**config.mk**
```make
export PLATFORM = sky130hd
export DESIGN_NAME = mp4_top_box_walker
export DESIGN_NICKNAME = d
export VERILOG_FILES = /design/src/mp4bw_pkg.sv /design/src/mp4_top_box_walker.sv /design/src/mp4bw_step.sv
export SDC_FILE = /design/constraint.sdc
export NUM_CORES = 1
export LEC_CHECK = 0
export BUFFER_PORTS_ARGS = -buffer_cell sky130_fd_sc_hd__buf_2
export CORE_MARGIN = 3
export CORE_UTILIZATION = 45
export CTS_BUF_LIST = sky130_fd_sc_hd__clkbuf_8
export CTS_CLUSTER_DIAMETER = 30
export DETAILED_ROUTE_END_ITERATION = 8
export GPL_TIMING_DRIVEN = 0
export PLACE_DENSITY = 0.7
export SLEW_MARGIN = 20
export SYNTH_ARGS = -nofsm -noshare
export SYNTH_HDL_FRONTEND = slang
export SYNTH_SLANG_ARGS = --single-unit
```
**constraint.sdc**
```tcl
create_clock -name aclk -period 10.1 [get_ports aclk]
set_input_delay 1.01 -clock aclk [delete_from_list [all_inputs] [get_ports aclk]]
set_output_delay 1.01 -clock aclk [all_outputs]
set_load 0.005 [all_outputs]
```
**src/mp4bw_pkg.sv**
```systemverilog
package mp4bw_pkg;

    typedef logic [40:0] ofs_t;

    typedef enum logic [1:0] {
        ST_NEXT   = 2'd0,
        ST_ACCEPT = 2'd1,
        ST_REJECT = 2'd2,
        ST_IGNORE = 2'd3
    } status_t;

    localparam logic [31:0] TYPE_FTYP = 32'h6674_7970;
    localparam logic [31:0] TYPE_MOOV = 32'h6D6F_6F76;
    localparam logic [31:0] TYPE_MDAT = 32'h6D64_6174;

    localparam logic [31:0] SIZE_WORD_LARGE = 32'd1;
    localparam ofs_t        HDR_SMALL       = 41'd8;
    localparam ofs_t        HDR_LARGE       = 41'd16;
    localparam ofs_t        CAP_RESET       = 41'h000_4000_0000;

    typedef struct packed {
        logic        new_walk;
        logic [47:0] available_bytes;
        logic        read_failed;
        logic [31:0] size_word;
        logic [31:0] type_code;
        logic [63:0] large_size;
    } box_beat_t;

    typedef struct packed {
        ofs_t cursor;
        ofs_t limit;
        logic seen_ftyp;
        logic seen_moov;
        logic seen_mdat;
        logic walk_open;
    } walk_state_t;

    typedef struct packed {
        status_t status;
        ofs_t    offset;
    } result_t;

    // A finished walk passes only if all three box types were seen and it covered some bytes.
    function automatic result_t judge(walk_state_t s);
        result_t r;
        if (s.seen_ftyp && s.seen_moov && s.seen_mdat && (s.cursor != '0)) begin
            r.status = ST_ACCEPT;
            r.offset = s.cursor;
        end else begin
            r.status = ST_REJECT;
            r.offset = '0;
        end
        return r;
    endfunction

endpackage

```
**src/mp4_top_box_walker.sv**
```systemverilog
// An accepted beat waits in the input register; its result is then registered in the
// output register. Throughput: one box header per cycle unless the output stalls; the
// only loop is the walk state register, updated by a single compare-and-add per beat.
// Reset (aresetn low, synchronous) empties both stages, closes any walk, clears the
// cursor, limit and flags, and loads the size cap with 2^30.
module mp4_top_box_walker (
    input  logic        aclk,
    input  logic        aresetn,

    input  logic        cfg_wr_en,
    input  logic [40:0] cfg_wr_data,

    input  logic        s_valid,
    output logic        s_ready,
    input  logic        s_new_walk,
    input  logic [47:0] s_available_bytes,
    input  logic        s_read_failed,
    input  logic [31:0] s_size_word,
    input  logic [31:0] s_type_code,
    input  logic [63:0] s_large_size,

    output logic        m_valid,
    input  logic        m_ready,
    output logic [1:0]  m_status,
    output logic [40:0] m_offset
);
    import mp4bw_pkg::*;

    box_beat_t   in_reg;
    logic        in_valid_reg;
    result_t     out_reg;
    logic        out_valid_reg;
    walk_state_t state_reg;
    walk_state_t state_next;
    result_t     result_next;
    ofs_t        cap_reg;
    logic        advance;

    assign advance = in_valid_reg && (!out_valid_reg || m_ready);
    assign s_ready = !in_valid_reg || advance;

    mp4bw_step u_step (
        .beat       (in_reg),
        .state_cur  (state_reg),
        .size_cap   (cap_reg),
        .state_next (state_next),
        .result     (result_next)
    );

    always_ff @(posedge aclk) begin
        if (!aresetn) begin
            in_valid_reg  <= 1'b0;
            out_valid_reg <= 1'b0;
            state_reg     <= '0;
            cap_reg       <= CAP_RESET;
        end else begin
            if (s_valid && s_ready) begin
                in_valid_reg <= 1'b1;
            end else if (advance) begin
                in_valid_reg <= 1'b0;
            end
            if (advance) begin
                out_valid_reg <= 1'b1;
                state_reg     <= state_next;
            end else if (m_ready) begin
                out_valid_reg <= 1'b0;
            end
            if (cfg_wr_en) begin
                cap_reg <= cfg_wr_data;
            end
        end
    end

    always_ff @(posedge aclk) begin
        if (s_valid && s_ready) begin
            in_reg.new_walk        <= s_new_walk;
            in_reg.available_bytes <= s_available_bytes;
            in_reg.read_failed     <= s_read_failed;
            in_reg.size_word       <= s_size_word;
            in_reg.type_code       <= s_type_code;
            in_reg.large_size      <= s_large_size;
        end
        if (advance) begin
            out_reg <= result_next;
        end
    end

    assign m_valid  = out_valid_reg;
    assign m_status = out_reg.status;
    assign m_offset = out_reg.offset;

    a_cursor_in_limit: assert property (@(posedge aclk) disable iff (!aresetn)
        state_reg.cursor <= state_reg.limit)
        else $error("Walk cursor has passed the walk limit.");

    a_zero_offset: assert property (@(posedge aclk) disable iff (!aresetn)
        m_valid && (m_status == ST_REJECT || m_status == ST_IGNORE) |-> m_offset == '0)
        else $error("A rejected or ignored beat carries a nonzero offset.");

    a_accept_len: assert property (@(posedge aclk) disable iff (!aresetn)
        m_valid && m_status == ST_ACCEPT |-> m_offset != '0)
        else $error("An accepted walk reports zero length.");

    a_empty_out_ready: assert property (@(posedge aclk) disable iff (!aresetn)
        !out_valid_reg |-> s_ready)
        else $error("Input stalled while the output register is empty.");

    a_closed_after_end: assert property (@(posedge aclk) disable iff (!aresetn)
        advance && (result_next.status == ST_ACCEPT || result_next.status == ST_REJECT)
        |=> !state_reg.walk_open)
        else $error("Walk left open after a final verdict.");

endmodule

```
**src/mp4bw_step.sv**
```systemverilog
module mp4bw_step (
    input  mp4bw_pkg::box_beat_t   beat,
    input  mp4bw_pkg::walk_state_t state_cur,
    input  mp4bw_pkg::ofs_t        size_cap,
    output mp4bw_pkg::walk_state_t state_next,
    output mp4bw_pkg::result_t     result
);
    import mp4bw_pkg::*;

    walk_state_t st;
    ofs_t        lim_start;
    ofs_t        room;
    ofs_t        new_cursor;
    ofs_t        new_room;
    logic        hdr_large;
    logic [63:0] blk_size;
    logic [63:0] hdr_size;

    assign lim_start = (beat.available_bytes < {7'd0, size_cap})
                     ? beat.available_bytes[40:0] : size_cap;

    always_comb begin
        st = state_cur;
        if (beat.new_walk) begin
            st.cursor    = '0;
            st.limit     = lim_start;
            st.seen_ftyp = 1'b0;
            st.seen_moov = 1'b0;
            st.seen_mdat = 1'b0;
            st.walk_open = 1'b1;
        end

        // The cursor never passes the limit, so the room cannot wrap.
        room       = st.limit - st.cursor;
        hdr_large  = (beat.size_word == SIZE_WORD_LARGE);
        blk_size   = hdr_large ? beat.large_size : {32'd0, beat.size_word};
        hdr_size   = hdr_large ? {23'd0, HDR_LARGE} : {23'd0, HDR_SMALL};
        new_cursor = st.cursor + blk_size[40:0];
        new_room   = room - blk_size[40:0];

        state_next    = st;
        result.status = ST_IGNORE;
        result.offset = '0;

        if (!st.walk_open) begin
            result.status = ST_IGNORE;
        end else if (room < HDR_SMALL) begin
            state_next.walk_open = 1'b0;
            result = judge(st);
        end else if (beat.read_failed) begin
            state_next.walk_open = 1'b0;
            result.status = ST_REJECT;
        end else if (hdr_large && (room < HDR_LARGE)) begin
            state_next.walk_open = 1'b0;
            result.status = ST_REJECT;
        end else if ((blk_size < hdr_size) || (blk_size > {23'd0, room})) begin
            state_next.walk_open = 1'b0;
            result = judge(st);
        end else if ((st.cursor == '0) && (beat.type_code != TYPE_FTYP)) begin
            state_next.walk_open = 1'b0;
            result.status = ST_REJECT;
        end else begin
            state_next.cursor    = new_cursor;
            state_next.seen_ftyp = st.seen_ftyp | (beat.type_code == TYPE_FTYP);
            state_next.seen_moov = st.seen_moov | (beat.type_code == TYPE_MOOV);
            state_next.seen_mdat = st.seen_mdat | (beat.type_code == TYPE_MDAT);
            if (new_room < HDR_SMALL) begin
                state_next.walk_open = 1'b0;
                result = judge(state_next);
            end else begin
                result.status = ST_NEXT;
                result.offset = new_cursor;
            end
        end
    end

endmodule

```
==> results.py <==
metrics = {
    "outcome": {
        "status": "complete, no violations",
    },
    "synthesis": {
        "synthTopCellsByArea": "edfxtp_1 28%, dfxtp_1 11%, ha_1 10%, a21oi_1 6.2%, nand2_1 4.1%",
        "synth_commonest_cells": "294 x a21oi_1, 262 x nand2_1, 255 x nor2_1, 221 x edfxtp_1, 211 x inv_1",
        "avgSynthCellArea_um2": 8.771,
        "syn_area_mm2": 0.02375,
        "async_reset_ff_frac": 0,
        "synth_seq_area_share": 0.3881,
        "synthFlopType": "edfxtp_1",
        "synth-seq-cells": 350,
        "synth.distinct_cells": 91,
        "synth_most_common_cell": "a21oi_1",
        "syn_nets": 3127,
        "ys.warnings.count": 0,
        "syn_inst": 2708,
        "yosys.area.top_type_share": 0.2794,
        "synth_edf_count": 221,
        "synth_top_area_cell": "edfxtp_1",
    },
    "power_and_ir_drop": {
        "p_leak_nw": 12.32,
        "power_density_mw_per_mm2": 156.1,
        "ir_drop_v": 0.0001401,
        "total_power_mw": 4.521,
    },
    "global_route": {
        "grt_pass1_vias": 21761,
        "grt_pass1_wl_um": 127700,
        "grt_usage": 0.2969,
        "grt_max_degree": 63,
        "grt-ovfl-total": 0,
        "antenna_found_initial": 4,
    },
    "clock_tree": {
        "path_clk_slew_ns": 0.06,
        "htree_levels": 3,
        "cts_made_buffers": 74,
        "postCtsHoldBufs": 0,
        "clk_latency_ns": 0.69,
        "cts_sinks": 350,
        "cts-root-buf": "clkbuf_8",
        "cts_tree": "done",
        "clk_path_buf_depth": 3,
    },
    "worst_setup_path": {
        "rrSetupSlack_ns": 0.07,
        "rr_endpoint": "m_offset[39]$_SDFFCE_PP0P_",
        "cp_slowest_cell": "or4_4",
        "end_kind": "flop",
        "crit_arrival_ns": 10.36,
        "startpoint_type": "flop",
        "path_max_fanout": 10,
        "slowest_delay_ns": 0.49,
        "r2r-start": "in_reg[156]$_DFFE_PP_",
        "r2r_cells": 41,
        "cp.required_ns": 10.43,
        "critical_path_class": "reg2reg",
    },
    "hold_path": {
        "holdCritStartpoint": "state_reg[34]$_SDFFE_PN0P_",
        "hold_class": "reg2reg",
        "hold_end": "state_reg[34]$_SDFFE_PN0P_",
        "worstHoldPathCells": 2,
    },
    "floorplanning": {
        "dieArea_mm2": 0.05558,
        "initial_core_util": 0.4593,
        "row_count": 83,
        "ios": 269,
        "die_w_um": 235.7,
        "core_area_mm2": 0.05172,
        "die_height_um": 235.7,
    },
    "drt": {
        "wl_per_cell_um": 22.49,
        "vias_per_cell": 6.000,
        "drc": 0,
        "first_pass_iters": 6,
        "drtIter0Drc": 2196,
        "drtAntennaViolNets": 0,
        "drt_wl_total_um": 86050,
        "num_vias": 22961,
    },
    "final_layout": {
        "drive_gt1_frac": 0.1975,
        "final_util": 0.5600,
        "area_delta_synth_final_pct": 21.93,
        "nNetsFinal": 3506,
        "fillCellCount": 4735,
        "stdcell_count": 3827,
        "largest_reg_flops": 178,
    },
    "sta": {
        "clock_skew_ns": 0.06014,
        "relSlewSlack": 0.1782,
        "final-hold-violation-count": 0,
        "period_share": 0.9932,
        "setup_ws_ns": 0.06896,
        "fmax_mhz": 99.69,
        "tightest_slew_ns": 1.225,
        "period_needed_ns": 10.03,
        "finalMaxSlewViolations": 0,
        "tns_ns": 0,
        "setup_violations": 0,
        "rsz0062_at_grt": "yes",
    },
    "flow_run": {
        "maxCapViolCount": 0,
    },
    "place": {
        "gp_congestion": 0.9710,
        "hpwl_um": 68580,
        "pre_cts_ws_ns": -3.697,
        "io_buffers": 266,
        "placed_cells": 3657,
    },
}
[what timing repair did]
action,in CTS,in global routing
buffers inserted,22,20
gates cloned,0,1
pin swaps,29,52
gates resized for setup,93,125
endpoints found under the setup margin,88,84
[kinds of logic after synthesis]
group           count (synthesis)  share of synthesized area
compound gates                751                     0.2065
mux                            67                    0.02844
flops                         350                     0.3881
simple gates                  945                     0.1947
buf+inv                       330                    0.05294
fa+ha+maj                     196                     0.1038
xor+xnor                       69                    0.02544
[layout by cell type (no fill, tap or decap), types with 24 or more instances in the layout]
| master | instances |
|---|---|
| o21ai_0 | 63 |
| clkbuf_8 | 78 |
| a21oi_2 | 26 |
| buf_4 | 43 |
| a21o_1 | 72 |
| o21a_1 | 55 |
| nand3_1 | 75 |
| and3_1 | 42 |
| nor3_1 | 56 |
| xnor2_1 | 37 |
| and2_1 | 27 |
| clkbuf_1 | 68 |
| dfxtp_1 | 129 |
| edfxtp_1 | 221 |
| o211ai_1 | 28 |
| xor2_1 | 24 |
| nor4_1 | 38 |
| mux2i_1 | 63 |
| ha_1 | 173 |
| inv_1 | 223 |
| buf_2 | 270 |
| nand2_1 | 259 |
| nand4_1 | 43 |
| nor2_1 | 249 |
| a21oi_1 | 263 |
[area by class of cell]
| type | instances | area, um2 | area share |
|---|---|---|---|
| Sequential cell | 350 | 9219 | 0.3183 |
| Antenna cell | 2 | 5.005 | 0.0001728 |
| Inverter | 212 | 798.3 | 0.02756 |
| Multi-Input combinational cell | 2028 | 14140 | 0.4881 |
| Buffer | 109 | 514.2 | 0.01776 |
| Clock buffer | 78 | 1074 | 0.03707 |
| Tap cell | 680 | 850.8 | 0.02938 |
| Timing Repair Buffer | 312 | 1774 | 0.06126 |
| Clock inverter | 56 | 589.3 | 0.02035 |
[how the worst max path moves through the flow]
stage	startpoint	end	slack [ns]	cells past startpoint
floorplan	in_reg[140]$_DFFE_PP_	m_offset[39]$_SDFFCE_PP0P_	0.99	40
global placement	in_reg[160]$_DFFE_PP_	m_offset[39]$_SDFFCE_PP0P_	-3.73	39
detailed placement	in_reg[159]$_DFFE_PP_	m_offset[19]$_SDFFCE_PP0P_	-3.70	40
CTS	in_reg[158]$_DFFE_PP_	m_offset[11]$_SDFFCE_PP0P_	0.02	43
global route	in_reg[156]$_DFFE_PP_	m_offset[21]$_SDFFCE_PP0P_	-0.08	44
finish	in_reg[156]$_DFFE_PP_	m_offset[39]$_SDFFCE_PP0P_	0.07	41
[per-layer routing]
metal  part of all wire  GRT usage
met1               0.43     0.4038
met5            0.00016          0
met2               0.45     0.4673
met4              0.043     0.1274
met3              0.076    0.05049
[stage by stage]
step                      hold WS (ns)  cell area [um2]
after floorplan                 0.4367            23750
after detailed placement        0.4469            26030
after global placement          0.4427            25930
final                           0.4550            28960
after CTS                       0.4351            28270
after global routing            0.4515            28960
[report_power, final]
group | internal, mW | total, mW | leakage, nW | switching [mW]
Combinational | 0.460 | 1.21 | 8.27 | 0.749
Sequential | 1.59 | 1.63 | 3.18 | 0.0321
Clock | 0.993 | 1.69 | 0.876 | 0.694
Total | 3.05 | 4.52 | 12.3 | 1.47
[critical path, delay by kind of cell, from the launching register on]
kind / cells / cell delay (ns)
and+or+nand+nor: 14 / 2.90
buffers and inverters: 6 / 0.92
adders and majority gates: 4 / 1.24
AOI/OAI and AO/OA: 17 / 4.12
DFF: 1 / 0.44
(Power assumes the default switching activity.)
